[src/rtl/csd_pkg.sv]
// csd_pkg: shared types, constants and codes of the charset detector
// no dependencies
`timescale 1ns / 1ps

package csd_pkg;

    localparam int CNT_W      = 21;
    localparam int MAX_BYTES  = 1048576;
    localparam int QUEUE_DEPTH = 4;

    localparam logic [1:0] CFG_FALLBACK = 2'd0;
    localparam logic [1:0] CFG_UTF8_EN  = 2'd1;
    localparam logic [1:0] CFG_MIN_LEN  = 2'd2;

    localparam logic [3:0] V_UTF8    = 4'd0;
    localparam logic [3:0] V_UTF32BE = 4'd1;
    localparam logic [3:0] V_UTF32LE = 4'd2;
    localparam logic [3:0] V_UTF16BE = 4'd3;
    localparam logic [3:0] V_UTF16LE = 4'd4;
    localparam logic [3:0] V_EUCJP   = 4'd5;
    localparam logic [3:0] V_SJIS    = 4'd6;
    localparam logic [3:0] V_BIG5    = 4'd7;
    localparam logic [3:0] V_GBK     = 4'd8;
    localparam logic [3:0] V_EUCKR   = 4'd9;

    // pair scoring commands from front to back
    localparam logic [1:0] OP_NONE  = 2'd0;
    localparam logic [1:0] OP_PAIR  = 2'd1;  // score generic pair c1,c2
    localparam logic [1:0] OP_SS2   = 2'd2;  // 0x8e special: eucjp +2, special +1
    localparam logic [1:0] OP_SS3   = 2'd3;  // 0x8f special: eucjp +3, special +2

    typedef struct packed {
        logic [1:0] op;
        logic [7:0] c1;
        logic [7:0] c2;
        logic       mb_inc;  // a lead byte started
        logic       last;    // buffer ends after this command
        logic       final_pair; // score held 0x8f pair at end (same as OP_PAIR)
        logic [CNT_W-1:0] count;
        logic [31:0] head;
        logic        utf8_valid;
    } csd_cmd_t;

    function automatic logic in_rng(input logic [7:0] v, input logic [7:0] lo,
                                    input logic [7:0] hi);
        return (v >= lo) && (v <= hi);
    endfunction

    function automatic logic [CNT_W-1:0] sat_add(input logic [CNT_W-1:0] a,
                                                 input logic [1:0] k);
        logic [CNT_W:0] s;
        s = {1'b0, a} + {{(CNT_W-1){1'b0}}, k};
        return s[CNT_W] ? {CNT_W{1'b1}} : s[CNT_W-1:0];
    endfunction

endpackage

[src/rtl/csd_if.sv]
// csd_if: valid/ready channels for input bytes and for verdicts
// depends on nothing
`timescale 1ns / 1ps

interface csd_in_if;
    logic       valid;
    logic       ready;
    logic [7:0] byte_value;
    logic       last_byte;
    modport source (output valid, output byte_value, output last_byte, input ready);
    modport sink (input valid, input byte_value, input last_byte, output ready);
endinterface

interface csd_out_if;
    logic       valid;
    logic       ready;
    logic [3:0] verdict;
    logic       from_fallback;
    modport source (output valid, output verdict, output from_fallback, input ready);
    modport sink (input valid, input verdict, input from_fallback, output ready);
endinterface

[src/rtl/csd_front.sv]
// csd_front: accepts bytes, tracks head, length, utf-8 validity and pairing
// depends on csd_pkg
`timescale 1ns / 1ps

module csd_front #(
    parameter int MAX_BYTES = csd_pkg::MAX_BYTES
) (
    input  logic              clk,
    input  logic              rst_n,
    input  logic              in_fire,
    input  logic [7:0]        b,
    input  logic              last,
    output logic              cmd_valid,
    output csd_pkg::csd_cmd_t cmd
);
    localparam int W = csd_pkg::CNT_W;
    localparam logic [W-1:0] CAP = (MAX_BYTES < (2**W - 1)) ?
        W'(MAX_BYTES) : {W{1'b1}};

    logic [W-1:0] count_reg;
    logic [31:0]  head_reg;
    logic [1:0]   phase_reg;
    logic [7:0]   lead_reg, second_reg;
    logic [2:0]   trk_reg;
    logic         ok_reg;

    logic [W-1:0] count_next;
    logic [31:0]  head_next;
    logic [1:0]   phase_next;
    logic [2:0]   trk_next;
    logic         ok_next;
    csd_pkg::csd_cmd_t c;
    logic         bad;

    always_comb
    begin
        head_next = head_reg;
        if (count_reg < W'(4))
        begin
            head_next[8*count_reg[1:0] +: 8] = b;
        end
        count_next = (count_reg < CAP) ? count_reg + W'(1) : count_reg;

        bad = 1'b0;
        trk_next = trk_reg;
        case (trk_reg)
            3'd0:
            begin
                if (b < 8'h80) trk_next = 3'd0;
                else if (csd_pkg::in_rng(b, 8'hC2, 8'hDF)) trk_next = 3'd1;
                else if (b == 8'hE0) trk_next = 3'd4;
                else if (b == 8'hED) trk_next = 3'd5;
                else if (csd_pkg::in_rng(b, 8'hE1, 8'hEF)) trk_next = 3'd2;
                else if (b == 8'hF0) trk_next = 3'd6;
                else if (csd_pkg::in_rng(b, 8'hF1, 8'hF3)) trk_next = 3'd3;
                else if (b == 8'hF4) trk_next = 3'd7;
                else bad = 1'b1;
            end
            3'd1, 3'd2, 3'd3:
            begin
                if (csd_pkg::in_rng(b, 8'h80, 8'hBF)) trk_next = trk_reg - 3'd1;
                else bad = 1'b1;
            end
            3'd4: if (csd_pkg::in_rng(b, 8'hA0, 8'hBF)) trk_next = 3'd1; else bad = 1'b1;
            3'd5: if (csd_pkg::in_rng(b, 8'h80, 8'h9F)) trk_next = 3'd1; else bad = 1'b1;
            3'd6: if (csd_pkg::in_rng(b, 8'h90, 8'hBF)) trk_next = 3'd2; else bad = 1'b1;
            default: if (csd_pkg::in_rng(b, 8'h80, 8'h8F)) trk_next = 3'd2; else bad = 1'b1;
        endcase
        ok_next = ok_reg;
        if (!ok_reg)
        begin
            trk_next = trk_reg;
        end
        else if (bad)
        begin
            ok_next = 1'b0;
            trk_next = 3'd0;
        end

        // pairing
        c = '0;
        c.op = csd_pkg::OP_NONE;
        c.c1 = lead_reg;
        c.c2 = b;
        phase_next = 2'd0;
        if (phase_reg == 2'd1)
        begin
            if (lead_reg == 8'h8E && csd_pkg::in_rng(b, 8'hA1, 8'hDF))
            begin
                c.op = csd_pkg::OP_SS2;
            end
            else if (lead_reg == 8'h8F)
            begin
                phase_next = 2'd2;
            end
            else
            begin
                c.op = csd_pkg::OP_PAIR;
            end
        end
        else if (phase_reg == 2'd2)
        begin
            if (csd_pkg::in_rng(second_reg, 8'hA1, 8'hFE) &&
                csd_pkg::in_rng(b, 8'hA1, 8'hFE))
            begin
                c.op = csd_pkg::OP_SS3;
            end
            else
            begin
                c.op = csd_pkg::OP_PAIR;
                c.c2 = second_reg;
                c.mb_inc = b[7];
                if (b[7]) phase_next = 2'd1;
            end
        end
        else
        begin
            c.mb_inc = b[7];
            if (b[7]) phase_next = 2'd1;
        end
        // a held 0x8f pair at end is scored too
        c.final_pair = last && (phase_next == 2'd2);
        c.last = last;
        c.count = count_next;
        c.head = head_next;
        c.utf8_valid = ok_next && (trk_next == 3'd0);
    end

    assign cmd_valid = in_fire;
    assign cmd = c;

    always_ff @(posedge clk or negedge rst_n)
    begin
        if (!rst_n)
        begin
            count_reg <= '0;
            head_reg <= '0;
            phase_reg <= 2'd0;
            trk_reg <= 3'd0;
            ok_reg <= 1'b1;
        end
        else if (in_fire)
        begin
            if (last)
            begin
                count_reg <= '0;
                head_reg <= '0;
                phase_reg <= 2'd0;
                trk_reg <= 3'd0;
                ok_reg <= 1'b1;
            end
            else
            begin
                count_reg <= count_next;
                head_reg <= head_next;
                phase_reg <= phase_next;
                trk_reg <= trk_next;
                ok_reg <= ok_next;
            end
        end
    end

    always_ff @(posedge clk)
    begin
        if (in_fire)
        begin
            if (phase_next == 2'd1) lead_reg <= b;
            if (phase_reg == 2'd1 && phase_next == 2'd2) second_reg <= b;
        end
    end
endmodule

[src/rtl/csd_queue.sv]
// csd_queue: small fifo of commands between front and back
// depends on csd_pkg
`timescale 1ns / 1ps

module csd_queue #(
    parameter int DEPTH = csd_pkg::QUEUE_DEPTH
) (
    input  logic              clk,
    input  logic              rst_n,
    input  logic              wr_en,
    input  csd_pkg::csd_cmd_t wr_data,
    output logic              full,
    output logic              empty,
    input  logic              rd_en,
    output csd_pkg::csd_cmd_t rd_data
);
    localparam int AW = (DEPTH > 1) ? $clog2(DEPTH) : 1;

    csd_pkg::csd_cmd_t mem [DEPTH];
    logic [AW-1:0] wp_reg, rp_reg;
    logic [AW:0]   cnt_reg;

    assign full  = (cnt_reg == (AW+1)'(DEPTH));
    assign empty = (cnt_reg == '0);
    assign rd_data = mem[rp_reg];

    always_ff @(posedge clk)
    begin
        if (wr_en) mem[wp_reg] <= wr_data;
    end

    always_ff @(posedge clk or negedge rst_n)
    begin
        if (!rst_n)
        begin
            wp_reg <= '0;
            rp_reg <= '0;
            cnt_reg <= '0;
        end
        else
        begin
            if (wr_en) wp_reg <= (wp_reg == AW'(DEPTH-1)) ? '0 : wp_reg + AW'(1);
            if (rd_en) rp_reg <= (rp_reg == AW'(DEPTH-1)) ? '0 : rp_reg + AW'(1);
            cnt_reg <= cnt_reg + (AW+1)'(wr_en) - (AW+1)'(rd_en);
        end
    end
endmodule

[src/rtl/csd_back.sv]
// csd_back: scores pair commands into counters and forms the verdict
// depends on csd_pkg
`timescale 1ns / 1ps

module csd_back (
    input  logic              clk,
    input  logic              rst_n,
    input  logic              cmd_valid,
    input  csd_pkg::csd_cmd_t cmd,
    output logic              cmd_take,
    input  logic [3:0]        fallback_code,
    input  logic              utf8_check_enable,
    input  logic [csd_pkg::CNT_W-1:0] cjk_min_bytes,
    output logic              res_valid,
    input  logic              res_ready,
    output logic [3:0]        verdict,
    output logic              from_fallback
);
    localparam int W = csd_pkg::CNT_W;

    // 0 gbk 1 big5 2 sjis 3 eucjp 4 euckr
    logic [W-1:0] hit_reg [5];
    logic [W-1:0] kana_reg, spec_reg, mb_reg;
    logic [W-1:0] hit_next [5];
    logic [W-1:0] kana_next, spec_next, mb_next;
    logic [W-1:0] h2 [5];
    logic [W-1:0] kana2;

    // decide stage registers
    logic         dec_valid_reg;
    logic [W-1:0] dhit_reg [5];
    logic [W-1:0] dkana_reg, dspec_reg, dmb_reg;
    logic         dcjk_reg, dutf8_reg;
    logic [3:0]   dbom_reg, dfb_reg;
    logic         dbom_hit_reg;

    logic [3:0]   res_verdict_reg;
    logic         res_fb_reg, res_valid_reg;
    logic         out_free, stage_free;
    logic [7:0]   c1, c2;
    logic         do_pair;
    logic         bom_hit;
    logic [3:0]   bom_code;
    logic [7:0]   b0, b1, b2, b3;

    assign out_free   = !res_valid_reg || res_ready;
    assign stage_free = !dec_valid_reg || out_free;
    assign cmd_take   = cmd_valid && (!cmd.last || stage_free);

    always_comb
    begin
        for (int i = 0; i < 5; i++)
        begin
            hit_next[i] = hit_reg[i];
        end
        kana_next = kana_reg;
        spec_next = spec_reg;
        mb_next = (cmd.mb_inc) ? csd_pkg::sat_add(mb_reg, 2'd1) : mb_reg;
        c1 = cmd.c1;
        c2 = cmd.c2;
        do_pair = (cmd.op == csd_pkg::OP_PAIR);
        case (cmd.op)
            csd_pkg::OP_SS2:
            begin
                hit_next[3] = csd_pkg::sat_add(hit_reg[3], 2'd2);
                spec_next = csd_pkg::sat_add(spec_reg, 2'd1);
            end
            csd_pkg::OP_SS3:
            begin
                hit_next[3] = csd_pkg::sat_add(hit_reg[3], 2'd3);
                spec_next = csd_pkg::sat_add(spec_reg, 2'd2);
            end
            default: ;
        endcase
        if (do_pair)
        begin
            if ((csd_pkg::in_rng(c1, 8'h81, 8'h9F) || csd_pkg::in_rng(c1, 8'hE0, 8'hFC)) &&
                (csd_pkg::in_rng(c2, 8'h40, 8'h7E) || csd_pkg::in_rng(c2, 8'h80, 8'hFC)))
            begin
                hit_next[2] = csd_pkg::sat_add(hit_reg[2], 2'd2);
                if (c1 == 8'h82 || c1 == 8'h83) kana_next = csd_pkg::sat_add(kana_reg, 2'd1);
            end
            if (csd_pkg::in_rng(c1, 8'h81, 8'hFE) && csd_pkg::in_rng(c2, 8'h40, 8'hFE) &&
                c2 != 8'h7F)
                hit_next[0] = csd_pkg::sat_add(hit_reg[0], 2'd2);
            if (csd_pkg::in_rng(c1, 8'h81, 8'hFE) &&
                (csd_pkg::in_rng(c2, 8'h40, 8'h7E) || csd_pkg::in_rng(c2, 8'hA1, 8'hFE)))
                hit_next[1] = csd_pkg::sat_add(hit_reg[1], 2'd2);
            if (csd_pkg::in_rng(c1, 8'hA1, 8'hFE) && csd_pkg::in_rng(c2, 8'hA1, 8'hFE))
            begin
                hit_next[3] = csd_pkg::sat_add(hit_reg[3], 2'd2);
                hit_next[4] = csd_pkg::sat_add(hit_reg[4], 2'd2);
            end
        end
        // held 0x8f lead with its second byte at buffer end: c1 8f, c2 = second
        for (int i = 0; i < 5; i++)
        begin
            h2[i] = hit_next[i];
        end
        kana2 = kana_next;
        if (cmd.final_pair)
        begin
            // c1 is 0x8f here: sjis, gbk and big5 can score, never kana or the euc pair
            if (csd_pkg::in_rng(c2, 8'h40, 8'h7E) || csd_pkg::in_rng(c2, 8'h80, 8'hFC))
                h2[2] = csd_pkg::sat_add(hit_next[2], 2'd2);
            if (csd_pkg::in_rng(c2, 8'h40, 8'hFE) && c2 != 8'h7F)
                h2[0] = csd_pkg::sat_add(hit_next[0], 2'd2);
            if (csd_pkg::in_rng(c2, 8'h40, 8'h7E) || csd_pkg::in_rng(c2, 8'hA1, 8'hFE))
                h2[1] = csd_pkg::sat_add(hit_next[1], 2'd2);
        end

        b0 = cmd.head[7:0];
        b1 = cmd.head[15:8];
        b2 = cmd.head[23:16];
        b3 = cmd.head[31:24];
        bom_hit = 1'b1;
        bom_code = csd_pkg::V_UTF8;
        if (cmd.count >= W'(4) && b0 == 8'h00 && b1 == 8'h00 && b2 == 8'hFE && b3 == 8'hFF)
            bom_code = csd_pkg::V_UTF32BE;
        else if (cmd.count >= W'(4) && b0 == 8'hFF && b1 == 8'hFE && b2 == 8'h00 &&
                 b3 == 8'h00)
            bom_code = csd_pkg::V_UTF32LE;
        else if (cmd.count >= W'(3) && b0 == 8'hEF && b1 == 8'hBB && b2 == 8'hBF)
            bom_code = csd_pkg::V_UTF8;
        else if (cmd.count >= W'(2) && b0 == 8'hFE && b1 == 8'hFF)
            bom_code = csd_pkg::V_UTF16BE;
        else if (cmd.count >= W'(2) && b0 == 8'hFF && b1 == 8'hFE)
            bom_code = csd_pkg::V_UTF16LE;
        else
            bom_hit = 1'b0;
    end

    // note: the final-pair path uses c2 as the held second byte; the front
    // sends c2 = current byte there, so the front supplies that in cmd.c2
    always_ff @(posedge clk or negedge rst_n)
    begin
        if (!rst_n)
        begin
            for (int i = 0; i < 5; i++)
            begin
                hit_reg[i] <= '0;
            end
            kana_reg <= '0;
            spec_reg <= '0;
            mb_reg <= '0;
            dec_valid_reg <= 1'b0;
            res_valid_reg <= 1'b0;
        end
        else
        begin
            if (cmd_take)
            begin
                if (cmd.last)
                begin
                    for (int i = 0; i < 5; i++)
                    begin
                        hit_reg[i] <= '0;
                    end
                    kana_reg <= '0;
                    spec_reg <= '0;
                    mb_reg <= '0;
                end
                else
                begin
                    for (int i = 0; i < 5; i++)
                    begin
                        hit_reg[i] <= hit_next[i];
                    end
                    kana_reg <= kana_next;
                    spec_reg <= spec_next;
                    mb_reg <= mb_next;
                end
            end
            if (cmd_take && cmd.last)
                dec_valid_reg <= 1'b1;
            else if (out_free)
                dec_valid_reg <= 1'b0;
            if (out_free)
                res_valid_reg <= dec_valid_reg;
        end
    end

    always_ff @(posedge clk)
    begin
        if (cmd_take && cmd.last)
        begin
            for (int i = 0; i < 5; i++)
            begin
                dhit_reg[i] <= h2[i];
            end
            dkana_reg <= kana2;
            dspec_reg <= spec_next;
            dmb_reg <= mb_next;
            dcjk_reg <= (cmd.count >= cjk_min_bytes);
            dutf8_reg <= utf8_check_enable && cmd.utf8_valid;
            dbom_hit_reg <= bom_hit;
            dbom_reg <= bom_code;
            dfb_reg <= (fallback_code <= csd_pkg::V_EUCKR) ? fallback_code : csd_pkg::V_UTF8;
        end
    end

    logic [3:0] dv;
    logic       dfb;
    always_comb
    begin
        dfb = 1'b0;
        dv = csd_pkg::V_UTF8;
        if (dbom_hit_reg) dv = dbom_reg;
        else if (dutf8_reg) dv = csd_pkg::V_UTF8;
        else if (dcjk_reg && dmb_reg == '0) dv = csd_pkg::V_UTF8;
        else if (dcjk_reg && dspec_reg != '0 && dhit_reg[3] >= dhit_reg[2] &&
                 dhit_reg[3] >= dhit_reg[0]) dv = csd_pkg::V_EUCJP;
        else if (dcjk_reg && dkana_reg != '0 && dhit_reg[2] >= dhit_reg[0])
            dv = csd_pkg::V_SJIS;
        else if (dcjk_reg && dhit_reg[2] > dhit_reg[0] && dhit_reg[2] > dhit_reg[3] &&
                 dhit_reg[2] > dhit_reg[1]) dv = csd_pkg::V_SJIS;
        else if (dcjk_reg && dhit_reg[1] > dhit_reg[0] && dhit_reg[1] > dhit_reg[2])
            dv = csd_pkg::V_BIG5;
        else if (dcjk_reg && dhit_reg[0] != '0 && dhit_reg[0] >= dhit_reg[2] &&
                 dhit_reg[0] >= dhit_reg[3]) dv = csd_pkg::V_GBK;
        else if (dcjk_reg && dhit_reg[4] != '0 && dhit_reg[4] >= dhit_reg[0])
            dv = csd_pkg::V_EUCKR;
        else if (dcjk_reg && dhit_reg[3] != '0) dv = csd_pkg::V_EUCJP;
        else
        begin
            dv = dfb_reg;
            dfb = 1'b1;
        end
    end

    always_ff @(posedge clk)
    begin
        if (out_free && dec_valid_reg)
        begin
            res_verdict_reg <= dv;
            res_fb_reg <= dfb;
        end
    end

    assign res_valid = res_valid_reg;
    assign verdict = res_verdict_reg;
    assign from_fallback = res_fb_reg;
endmodule

[src/rtl/charset_detect_stream.sv]
// charset_detect_stream: top level of the byte-stream charset detector
// depends on csd_pkg, csd_if, csd_front, csd_queue, csd_back
`timescale 1ns / 1ps
//
// channel   dir  fields                      transfer when
// in        in   byte_value, last_byte       in.valid && in.ready
// out       out  verdict, from_fallback      out.valid && out.ready
// cfg       in   cfg_we, cfg_index, cfg_data cfg_we high
//
// one byte per cycle is taken while the queue has room; the front part keeps
// head, length, utf-8 state and lead/trail pairing, and hands one scoring
// command per byte through a four-entry queue to the back part, which
// updates the counters. the last byte's command passes from the queue into
// the decide register, then into the output register, where out.valid rises.
// rst_n clears all buffer state and sets the registers to 0, 1, 16.
// a stalled output fills the decide stage, then the queue, then drops ready.

module charset_detect_stream #(
    parameter int MAX_BYTES = csd_pkg::MAX_BYTES
) (
    input  logic          clk,
    input  logic          rst_n,
    csd_in_if.sink        in,
    csd_out_if.source     out,
    input  logic          cfg_we,
    input  logic [1:0]    cfg_index,
    input  logic [csd_pkg::CNT_W-1:0] cfg_data
);
    logic [3:0] fallback_code_reg;
    logic       utf8_en_reg;
    logic [csd_pkg::CNT_W-1:0] min_bytes_reg;

    logic in_fire;
    logic f_valid;
    csd_pkg::csd_cmd_t f_cmd, q_cmd;
    logic q_full, q_empty, q_take;

    // configuration writes
    always_ff @(posedge clk or negedge rst_n)
    begin
        if (!rst_n)
        begin
            fallback_code_reg <= 4'd0;
            utf8_en_reg <= 1'b1;
            min_bytes_reg <= csd_pkg::CNT_W'(16);
        end
        else if (cfg_we)
        begin
            case (cfg_index)
                csd_pkg::CFG_FALLBACK: fallback_code_reg <= cfg_data[3:0];
                csd_pkg::CFG_UTF8_EN:  utf8_en_reg <= cfg_data[0];
                csd_pkg::CFG_MIN_LEN:  min_bytes_reg <= cfg_data;
                default: ;
            endcase
        end
    end

    // the queue always has room when ready is shown
    assign in.ready = !q_full;
    assign in_fire = in.valid && in.ready;

    csd_front #(.MAX_BYTES(MAX_BYTES)) u_front (
        .clk(clk), .rst_n(rst_n), .in_fire(in_fire),
        .b(in.byte_value), .last(in.last_byte),
        .cmd_valid(f_valid), .cmd(f_cmd)
    );

    csd_queue #(.DEPTH(csd_pkg::QUEUE_DEPTH)) u_queue (
        .clk(clk), .rst_n(rst_n), .wr_en(f_valid), .wr_data(f_cmd),
        .full(q_full), .empty(q_empty), .rd_en(q_take), .rd_data(q_cmd)
    );

    csd_back u_back (
        .clk(clk), .rst_n(rst_n), .cmd_valid(!q_empty), .cmd(q_cmd),
        .cmd_take(q_take), .fallback_code(fallback_code_reg),
        .utf8_check_enable(utf8_en_reg), .cjk_min_bytes(min_bytes_reg),
        .res_valid(out.valid), .res_ready(out.ready),
        .verdict(out.verdict), .from_fallback(out.from_fallback)
    );

    // a verdict never comes from outside the ten codes
    assert property (@(posedge clk) disable iff (!rst_n)
        out.valid |-> (out.verdict <= csd_pkg::V_EUCKR))
        else $error("verdict out of range");

    // no byte is taken while the queue is full
    assert property (@(posedge clk) disable iff (!rst_n)
        q_full |-> !in_fire)
        else $error("transfer into a full queue");

    // a held output stays put until taken
    assert property (@(posedge clk) disable iff (!rst_n)
        (out.valid && !out.ready) |=> (out.valid && $stable(out.verdict)))
        else $error("output changed while stalled");
endmodule

[src/flat_wrapper.sv]
// flat-port wrapper written by rule: the top's interface ports become plain ports
module charset_detect_stream_flat 
#(
    parameter int MAX_BYTES = csd_pkg::MAX_BYTES
)
  (clk, rst_n, cfg_we, cfg_index, cfg_data, in_valid, in_byte_value, in_last_byte, in_ready, out_valid, out_verdict, out_from_fallback, out_ready);
  csd_in_if in_i ();
  csd_out_if out_i ();
  input  logic clk;
  input  logic rst_n;
  input  logic cfg_we;
  input  logic [1:0] cfg_index;
  input  logic [csd_pkg::CNT_W-1:0] cfg_data;
  input wire logic [$bits(in_i.valid)-1:0] in_valid;
  input wire logic [$bits(in_i.byte_value)-1:0] in_byte_value;
  input wire logic [$bits(in_i.last_byte)-1:0] in_last_byte;
  output wire logic [$bits(in_i.ready)-1:0] in_ready;
  output wire logic [$bits(out_i.valid)-1:0] out_valid;
  output wire logic [$bits(out_i.verdict)-1:0] out_verdict;
  output wire logic [$bits(out_i.from_fallback)-1:0] out_from_fallback;
  input wire logic [$bits(out_i.ready)-1:0] out_ready;
  assign in_i.valid = in_valid;
  assign in_i.byte_value = in_byte_value;
  assign in_i.last_byte = in_last_byte;
  assign in_ready = in_i.ready;
  assign out_valid = out_i.valid;
  assign out_verdict = out_i.verdict;
  assign out_from_fallback = out_i.from_fallback;
  assign out_i.ready = out_ready;
  charset_detect_stream #(.MAX_BYTES(MAX_BYTES)) u_core (.clk(clk), .rst_n(rst_n), .in(in_i), .out(out_i), .cfg_we(cfg_we), .cfg_index(cfg_index), .cfg_data(cfg_data));
endmodule
[config.mk]
export PLATFORM = sky130hd
export DESIGN_NAME = charset_detect_stream_flat
export DESIGN_NICKNAME = d
export VERILOG_FILES = /design/src/rtl/csd_pkg.sv /design/src/rtl/csd_if.sv /design/src/rtl/csd_front.sv /design/src/rtl/csd_queue.sv /design/src/rtl/csd_back.sv /design/src/rtl/charset_detect_stream.sv /design/src/flat_wrapper.sv
export SDC_FILE = /design/constraint.sdc
export NUM_CORES = 1
export LEC_CHECK = 0
export BUFFER_PORTS_ARGS = -buffer_cell sky130_fd_sc_hd__buf_4
export CORE_MARGIN = 2
export CORE_UTILIZATION = 30
export CTS_CLUSTER_DIAMETER = 30
export DETAILED_ROUTE_END_ITERATION = 8
export GPL_ROUTABILITY_DRIVEN = 0
export GPL_TIMING_DRIVEN = 0
export PLACE_DENSITY = 0.44
export SLEW_MARGIN = 5
export SYNTH_ARGS = -nofsm -noshare
export SYNTH_HDL_FRONTEND = slang
export SYNTH_SLANG_ARGS = --single-unit
[constraint.sdc]
create_clock -name clk -period 18.7 [get_ports clk]
set_input_delay 2.805 -clock clk [delete_from_list [all_inputs] [get_ports clk]]
set_output_delay 2.805 -clock clk [all_outputs]
set_load 0.005 [all_outputs]
Word level (Yosys, flattened, before mapping) --
Memory sizes are Yosys's and may differ from the RTL's. Cells that the tools add are included.
Storage, ports and cells: bits in registers 356, memories kept 2, memory bits (writable) 405, word-level logic and storage cells 354, input port bits 37, output and inout bits 7
Memory list:
- u_core.u_queue.mem | words 4, bits a word 75, rd ports 1, clocked after memory_dff 0, wr ports 1, RTL line csd_queue.sv:19 | csd_pkg::csd_cmd_t mem [DEPTH];
- u_core.u_back.dhit_reg | words 5, bits a word 21, rd ports 5, clocked after memory_dff 0, wr ports 5, RTL line csd_back.sv:31 | logic [W-1:0] dhit_reg [5];
Cells by class: add/subtract/negate cells 20, equality and inequality tests 36, muxes and demuxes 111, reduce and logical (&&, ||, !) cells 102, shift operators 2, $lt $le $gt $ge 47
Operators by type and width (count):
- 2-to-1 mux 21 bit | 28
- adder 21 x 2 -> 22 bit, second input constant | 10
- 2-to-1 mux 105 bit | 2
- greater-or-equal comparator 21 bit | 7
- equality test 8 bit, second input constant | 17
- > comparator 21 bit | 5
- nonzero test 21 bit | 5
- greater-or-equal comparator 8 bit, second input constant | 13
- less-or-equal comparator 8 bit, second input constant | 13
- one-hot mux 21 bit (2 select lines) | 2
- logical AND 1 bit | 67
- adder 21 x 1 -> 22 bit, second input constant | 3
- 2-to-1 mux 32 bit | 2
- 2-to-1 mux 63 bit | 1
- 2-to-1 mux 3 bit | 17
- greater-or-equal comparator 21 x 2 -> 1 bit, second input constant | 2
- 2-to-1 mux 42 bit | 1
- 2-to-1 mux 4 bit | 10
- negator 5 -> 34 bit | 1
- variable shift 8 x 34 -> 32 bit, first input constant | 1
- variable part select 8 x 34 -> 32 bit | 1
- bitwise mux 32 bit | 1
- zero test 8 bit | 4
- 2-to-1 mux 1 bit | 28
- 33 further kinds | 77

Longest topological paths before layout --
Gate-level depths: netlist (run 1).
depth in word-level cells 14, depth in mapped cells 19, mapped depth without buffers 15

Hierarchy --
From an unflattened synthesis (run 1), not the netlist that was laid out.
Second synthesis, totals: cell total of the unflattened synthesis 3504, area, all modules 40412.5 µm²
By module, submodules not included:
- csd_back | times used 1, area an instance 23294.8 µm², cells an instance 2527, sequential area each 9749.4 µm²
- csd_queue | times used 1, area an instance 11259.5 µm², cells an instance 428, sequential area each 9183.8 µm²
- csd_front | times used 1, area an instance 4754.6 µm², cells an instance 489, sequential area each 1958.1 µm²
- charset_detect_stream | times used 1, area an instance 1103.6 µm², cells an instance 60, sequential area each 653.1 µm²

Least setup slack after synthesis (run 1) --
Ideal clock, no wire load.
kind input port to flip-flop, from input out_ready, to register u_core.u_back.dbom_hit_reg, enable pin, path buffers 2, stages 5, data arrival time 11121 ps, required time 17970 ps, setup time 730 ps, setup slack 6849 ps, cells stage by stage nor2b_1 -> a31o_2 -> clkbuf_1 -> clkbuf_1 -> nor2_1
On the way: longest elaborated chain between the ends 5
Ends and longest elaborated chain:
- from (decl) | RTL line flat_wrapper.sv:21 | input wire logic [$bits(out_i.ready)-1:0] out_ready;
- logical OR 1 bit | RTL line csd_back.sv:46 | assign out_free = !res_valid_reg || res_ready;
- logical OR 1 bit | RTL line csd_back.sv:47 | assign stage_free = !dec_valid_reg || out_free;
- logical OR 1 bit | RTL line csd_back.sv:48 | assign cmd_take = cmd_valid && (!cmd.last || stage_free);
- logical AND 1 bit | RTL line csd_back.sv:48
- logical AND 1 bit | RTL line csd_back.sv:185 | if (cmd_take && cmd.last)
- to (signal assigned) | RTL line csd_back.sv:196 | dbom_hit_reg <= bom_hit;
- to (decl) | RTL line csd_back.sv:35 | logic dbom_hit_reg;
Every way passes these cells. A chain may end at the register's enable or synchronous reset.

Final worst setup path (run 1) --
from register u_core.u_queue.rp_reg[1], to register u_core.u_queue.cnt_reg[2]
On the way: longest elaborated chain between the ends 5
Ends and longest elaborated chain:
- from (decl) | RTL line csd_queue.sv:20 | logic [AW-1:0] wp_reg, rp_reg;
- from (signal assigned) | RTL line csd_queue.sv:43 | if (rd_en) rp_reg <= (rp_reg == AW'(DEPTH-1)) ? '0 : rp_reg + AW'(1);
- memory (4 x 75 bit)
- zero test 1 bit | RTL line csd_back.sv:48
- logical OR 1 bit | RTL line csd_back.sv:48
- logical AND 1 bit | RTL line csd_back.sv:48
- named net u_core.q_take | RTL line charset_detect_stream.sv:36 | logic q_full, q_empty, q_take;
- subtractor 3 x 1 -> 3 bit | RTL line csd_queue.sv:44 | cnt_reg <= cnt_reg + (AW+1)'(wr_en) - (AW+1)'(rd_en);
- to (signal assigned) | RTL line csd_queue.sv:44
- to (decl) | RTL line csd_queue.sv:21 | logic [AW:0] cnt_reg;
The timed path passes the listed nets, and every way through them passes these cells.

==> reports/qor.yml, run 1 <==
floorplan:
  num_io_pins: 44
  die_x_um: 368
  initial_utilization_pct: 30.2
  die_h_um: 368
  core_sq_mm: 0.131
  die_area_sq_mm: 0.135
  rows: 133
timing:
  finClkSkew_ns: 0.0498
  tns_ns: 0
  rsz0062_at_grt: "no"
  slew_viol_final: 0
  whs_ns: 0.480
  worstMarginPinSlew_ns: 1.39
  finalWorstSetupSlack_ns: 12.44
  period_share_pct: 33.5
  timing.fmax_ghz: 0.160
  slew_headroom_pct: 7.05
  hold_viol: 0
  setup_viol: 0
  final.min_clock_period_ns: 6.26
power:
  swShare_pct: 37.2
  p_leak_nw: 19.0
  internal-power_mw: 5.39
  total_power_mw: 8.58
  seqPwrFrac_pct: 30.7
  power.switching_mw: 3.19
  p_per_area_mw_per_mm2: 176
  comb_power_share_pct: 32.7
  ir_worst_vdd_v: 0.0000934
  p_clk_share_pct: 36.6
setup_path:
  cpMaxStageDelayCell: "clkbuf_1"
  path_delay_family: "buffers and inverters"
  path_class: "reg -> reg"
  cp_data_arrival_time_ns: 6.95
  r2r_cells: 16
  critPathMaxFanout: 10
  required_ns: 19.39
  worstSetupEndpointType: "register"
  slowest_delay_ns: 0.99
  crit_path_cell_trace: "buf_2 -> buf_2 -> buf_1 -> clkbuf_1 -> mux4_2 -> a31o_2 -> inv_1 -> clkbuf_1 -> clkbuf_1 -> ha_1 -> inv_1 -> ha_1 -> inv_1 -> fa_1 -> xnor2_1 -> xnor2_1"
  worstSetupStartpointType: "register"
  cp.depth: 16
  path_buf_inv: 9
cts:
  clock_path_buffers: 3
  cts.clk_slew.worst_paths_ns: 0.04
  cts_setup_buffers: 0
  h-tree-depth: 4
  clk_latency_ns: 0.79
  holdBufCountCts: 0
  cts_sinks: 761
  clockRootBuffer: "clkbuf_16"
  cts_buffers: 178
  cts-resized-gates: 0
  cts_tree: "built"
finish:
  layout-drive-gt1-share_pct: 14.2
  fillers: 12900
  final_nets: 3922
  final_cell_area_sq_mm: 0.0488
  fin_util_pct: 37.1
  largest_register_ffs: 300
  area_delta_synth_final_pct: 22.9
  final_cells: 5614
  n_antenna_cell: 0
synthesis:
  synth-edff-count: 499
  ys.flop_type: "edfxtp_1"
  netlist_instances: 3468
  synth_cell_type_count: 102
  syn_avg_cell_area_sq_um: 11.5
  synthArstFlopShare_pct: 34.4
  synth_seq_area_share_pct: 54.2
  synth_fp_nets: 3685
  synth.yosys.warnings: 0
  syn_area_sq_mm: 0.0397
  ys_ff_latch: 761
routing:
  viasPerCell: 5.18
  drc: 0
  dr.pass1.iters: 7
  post_drt_wl_per_cell_um: 21.6
  drt-total-wl_um: 122000
  route.vias.total: 29100
  drtIter0Drc: 2260
  ant_nets: 0
placement:
  place_worst_setup_slack_ns: 11.99
  place_hpwl_um: 86800
  place_inst: 5280
  placed_cell_area_sq_mm: 0.0426
  portBuffers: 43
grt:
  grt_max_degree: 92
  grt_pass1_vias: 28900
  antenna_found_initial: 6
  gr-usage-all-layers_pct: 17.9
  grt_pass1_wl_um: 185000
  grt-ovfl-total: 0
worst_hold_path:
  hold_depth: 2
  hp-class: "reg -> reg"
run:
  cap_violations: 0
status:
  status: "complete, no violations"
==> worst reg2reg max path: stages (launching register included) <==
cell and delay, ns:
dfrtp_1 0.34, buf_2 0.21, buf_2 0.31, buf_1 0.56, clkbuf_1 0.74, mux4_2 0.63
a31o_2 0.33, inv_1 0.06, clkbuf_1 0.66, clkbuf_1 1.00, ha_1 0.39, inv_1 0.05
ha_1 0.13, inv_1 0.05, fa_1 0.40, xnor2_1 0.19, xnor2_1 0.15
==> layout by cell type (no fill, tap or decap), types with 17 or more instances in the layout <==
| master | instances |
|---|---|
| edfxtp_1 | 499 |
| nand2_1 | 322 |
| dfrtp_1 | 259 |
| o21ai_0 | 213 |
| nor2_1 | 190 |
| clkbuf_16 | 180 |
| ha_1 | 179 |
| inv_1 | 169 |
| a21oi_1 | 162 |
| nand3_1 | 153 |
| a22o_1 | 152 |
| clkbuf_1 | 150 |
| nand4_1 | 83 |
| mux4_2 | 75 |
| nor3_1 | 69 |
| and3_1 | 65 |
| a21o_1 | 52 |
| nor4_1 | 51 |
| buf_4 | 48 |
| mux2_2 | 46 |
| xnor2_1 | 46 |
| a31oi_1 | 42 |
| xor2_1 | 38 |
| nor2b_1 | 34 |
| o21a_1 | 32 |
| mux2i_1 | 29 |
| and2_1 | 24 |
| or3_1 | 21 |
| clkinv_1 | 20 |
| and4_1 | 19 |
| bufinv_16 | 19 |
| clkinv_2 | 19 |
| o22ai_1 | 18 |
| or2_2 | 17 |
| clkinvlp_4 | 17 |
| inv_6 | 17 |
==> Yosys cell counts, types with 52 or more instances <==
library cell,number,area share (%)
nand2_1,322,3.0
a21oi_1,162,2.0
inv_1,169,1.6
nor4_1,52,0.82
a21o_1,52,0.98
clkbuf_1,127,1.2
dfrtp_1,259,16
and3_1,69,1.1
o21ai_0,213,2.7
nor2_1,191,1.8
nand3_1,153,1.9
ha_1,179,5.6
a22o_1,152,3.4
edfxtp_1,499,38
mux4_2,75,4.3
nor3_1,69,0.87
nand4_1,83,1.3
==> routing by layer <==
layer / GRT usage [%] / routed length, um
met3: 3.56 / 6390
met5: 0 / 13
met4: 6.91 / 3930
met1: 24.6 / 56000
met2: 27.8 / 55200
==> worst paths after layout <==
| kind | start | end | slack [ns] |
|---|---|---|---|
| worst max-delay path | u_core.u_queue.rp_reg[1] | u_core.u_queue.cnt_reg[2] | 12.44 |
| worst min-delay path | u_core.u_front.phase_reg[1] | u_core.u_front.phase_reg[1] | 0.48 |
| worst max register to register | u_core.u_queue.rp_reg[1] | u_core.u_queue.cnt_reg[2] | 12.44 |
| worst min register to register | u_core.u_front.phase_reg[1] | u_core.u_front.phase_reg[1] | 0.48 |
| max in group asynchronous | rst_n | u_core.u_back.hit_reg[66] | 15.56 |
| min in group asynchronous | rst_n | u_core.u_back.kana_reg[9] | 2.07 |
==> power by group through the flow <==
stage	clock network (mW)	registers, mW	logic [mW]
after floorplan	0	2.62	1.75
after global placement	0	2.83	2.72
after detailed placement	0	2.66	2.84
after CTS	3.21	2.64	2.85
after global routing	3.30	2.67	3.10
final	3.14	2.63	2.81
==> cells by family after synthesis <==
family / after synthesis / synth area share (%)
AND/OR/NAND/NOR: 1137 / 14.6
AO/OA/AOI/OAI: 825 / 13.9
flip-flops: 761 / 54.2
buffers and inverters: 327 / 3.26
adder cells (fa/ha/maj): 181 / 5.71
multiplexers: 153 / 6.37
XOR/XNOR: 84 / 1.85
==> area by class of cell <==
| class | count | area [sq um] | area share, % |
|---|---|---|---|
| tap | 1755 | 2200 | 4.50 |
| clock buffer | 210 | 4690 | 9.60 |
| buffer | 158 | 662 | 1.36 |
| multi-input combinational | 2380 | 16900 | 34.7 |
| sequential | 761 | 21500 | 44.1 |
| timing repair buffer | 57 | 658 | 1.35 |
| inverter | 169 | 634 | 1.30 |
| clock inverter | 124 | 1510 | 3.10 |
Note: power is estimated with default switching activity, not from simulation.
==> run 2: changes to the inputs <==
--- a/config.mk
+++ b/config.mk
@@ -12,7 +12,7 @@
 export DETAILED_ROUTE_END_ITERATION = 8
 export GPL_ROUTABILITY_DRIVEN = 0
 export GPL_TIMING_DRIVEN = 0
-export PLACE_DENSITY = 0.44
+export PLACE_DENSITY = 0.45
 export SLEW_MARGIN = 5
 export SYNTH_ARGS = -nofsm -noshare
 export SYNTH_HDL_FRONTEND = slang
==> constraint.sdc (replaced) <==
create_clock -name clk -period 5.66 [get_ports clk]
set_input_delay 0.849 -clock clk [delete_from_list [all_inputs] [get_ports clk]]
set_output_delay 0.849 -clock clk [all_outputs]
set_load 0.005 [all_outputs]
==> reports/qor.yml, run 2 (synthesized netlist as in run 1, its figures left out) <==
setup_path:
  crit_path_cell_trace: "buf_2 -> buf_2 -> buf_1 -> clkbuf_2 -> clkbuf_2 -> mux4_2 -> ha_1 -> nor2b_1 -> o21a_1 -> o21a_1 -> o21a_1 -> o21a_1 -> o21a_1 -> o21ai_0 -> a21oi_1 -> or4_1 -> a31o_2"
  cpMaxStageDelayCell: "buf_1"
  path_class: "reg -> reg"
  worstSetupEndpointType: "register"
  required_ns: 6.18  # -13.21 ns
  cp_data_arrival_time_ns: 5.89  # -1.06 ns
  path_buf_inv: 5  # -4
  worstSetupStartpointType: "register"
  critPathMaxFanout: 10  # unchanged
  cpMostUsedCell: "o21a_1"
  r2r_cells: 17  # +1
  cp.depth: 17  # +1
  slowest_delay_ns: 0.58  # -0.41 ns
  path_delay_family: "buffers and inverters"
timing:
  rsz0062_at_grt: "no"
  slew_headroom_pct: 13.9  # +6.9 points
  tns_ns: 0  # unchanged
  final.min_clock_period_ns: 5.37  # -0.889 ns
  worstMarginPinSlew_ns: 1.29  # -0.100 ns
  finClkSkew_ns: 0.0676  # +0.0178 ns
  hold_viol: 0  # unchanged
  setup_viol: 0  # unchanged
  timing.fmax_ghz: 0.186  # +17%
  period_share_pct: 94.8  # +61 points
  slew_viol_final: 0  # unchanged
cts:
  clk_latency_ns: 0.79  # about the same
  holdBufCountCts: 0  # unchanged
  cts_buffers: 174  # -2.2%
  clock_path_buffers: 3  # unchanged
  clockRootBuffer: "clkbuf_16"
  h-tree-depth: 4  # unchanged
  cts_sinks: 761  # unchanged
  cts_tree: "built"
  cts.clk_slew.worst_paths_ns: 0.05  # about the same
status:
  status: "complete, no violations"
finish:
  n_antenna_cell: 0  # unchanged
  most-common-layout-cells: "edfxtp_1, nand2_1, dfrtp_1"
  layout-drive-gt1-share_pct: 14.6  # +0.46 points
  fin_util_pct: 37.1  # about the same
  largest_register_ffs: 300  # unchanged
  final_nets: 3918  # -0.10%
  area_delta_synth_final_pct: 22.9  # about the same
  final_common_cell: "edfxtp_1"
  final_cell_area_sq_mm: 0.0488  # about the same
run:
  cap_violations: 0  # unchanged
routing:
  drtIter0Drc: 1916  # -15%
  dr.pass1.iters: 5  # -2
  drt-total-wl_um: 120000  # -1.1%
  viasPerCell: 5.19  # +0.16%
  post_drt_wl_per_cell_um: 21.4  # -0.99%
  ant_nets: 0  # unchanged
  drc: 0  # unchanged
  route.vias.total: 29100  # +0.076%
placement:
  place_hpwl_um: 85700  # -1.2%
  placed_cell_area_sq_mm: 0.0426  # about the same
  portBuffers: 43  # unchanged
grt:
  grt-ovfl-total: 0  # unchanged
  grt_pass1_vias: 29100  # +0.45%
  grt_pass1_wl_um: 184000  # -0.61%
  antenna_found_initial: 1  # -5
  grt_max_degree: 97  # +5.4%
  gr-usage-all-layers_pct: 17.7  # -0.22 points
power:
  p_leak_nw: 19.0  # about the same
  p_per_area_mw_per_mm2: 580  # +230%
  ir_worst_vdd_v: 0.000297  # +220%
floorplan:
  die_h_um: 368  # unchanged
  core_sq_mm: 0.131  # unchanged
  rows: 133  # unchanged
  initial_utilization_pct: 30.2  # unchanged
  die_area_sq_mm: 0.135  # unchanged
  num_io_pins: 44  # unchanged
  die_x_um: 368  # unchanged
worst_hold_path:
  hp-class: "in -> async"
## run 2: cell type report
cell class,count,area [sq um]
multi-input combinational,2380,17000
fill,12900,82600
timing repair buffer,58,658
buffer,157,672
inverter,169,634
clock inverter,119,1530
clock buffer,210,4630
sequential,761,21500
tap,1755,2200
## run 2: path summary, 6_finish.rpt
kind	slack, ns	to	start
max in group asynchronous	4.10	u_core.u_front.head_reg[23]	rst_n
min in group clk	0.30	u_core.min_bytes_reg[7]	cfg_data[7]
setup reg to reg	0.29	u_core.u_back.dcjk_reg	u_core.u_queue.rp_reg[1]
hold / removal	0.07	u_core.u_back.kana_reg[16]	rst_n
hold reg to reg	0.49	u_core.u_front.phase_reg[1]	u_core.u_front.phase_reg[1]
setup / recovery	0.29	u_core.u_back.dcjk_reg	u_core.u_queue.rp_reg[1]
## run 2: per-layer routing
metal,track usage (%),up-vias,wire length [um]
met4,6.19,0,3080
met1,24.4,14500,56400
met3,2.93,190,5180
met2,28.0,690,55600
li1,-,13800,-
met5,0,-,0
## run 2: repair_timing
| item | in CTS | in global routing |
|---|---|---|
| resized for setup | 6 | 9 |
| buffers inserted | 1 | 0 |
| endpoints found under the setup margin | 229 | 15 |
| pin swaps | 1 | 0 |
## run 2: power breakdown
group	internal [mW]	switching (mW)	total (mW)
Sequential	7.80	0.907	8.71
Combinational	3.15	6.13	9.28
Clock	6.87	3.45	10.3
Total	17.8	10.5	28.3
## run 2: stage by stage
step / total power, mW / hold WS [ns] / setup WS, ns / std cells
after floorplan: 14.2 / 0.450 / 0.0581 / 3468
after global placement: 17.9 / 0.469 / -3.46 / 5266
after detailed placement: 18.1 / 0.474 / -0.695 / 5280
after CTS: 28.6 / 0.0427 / 0.0563 / 5610
after global routing: 29.9 / 0.0971 / 0.0205 / 5609
final: 28.3 / 0.0707 / 0.292 / 5609
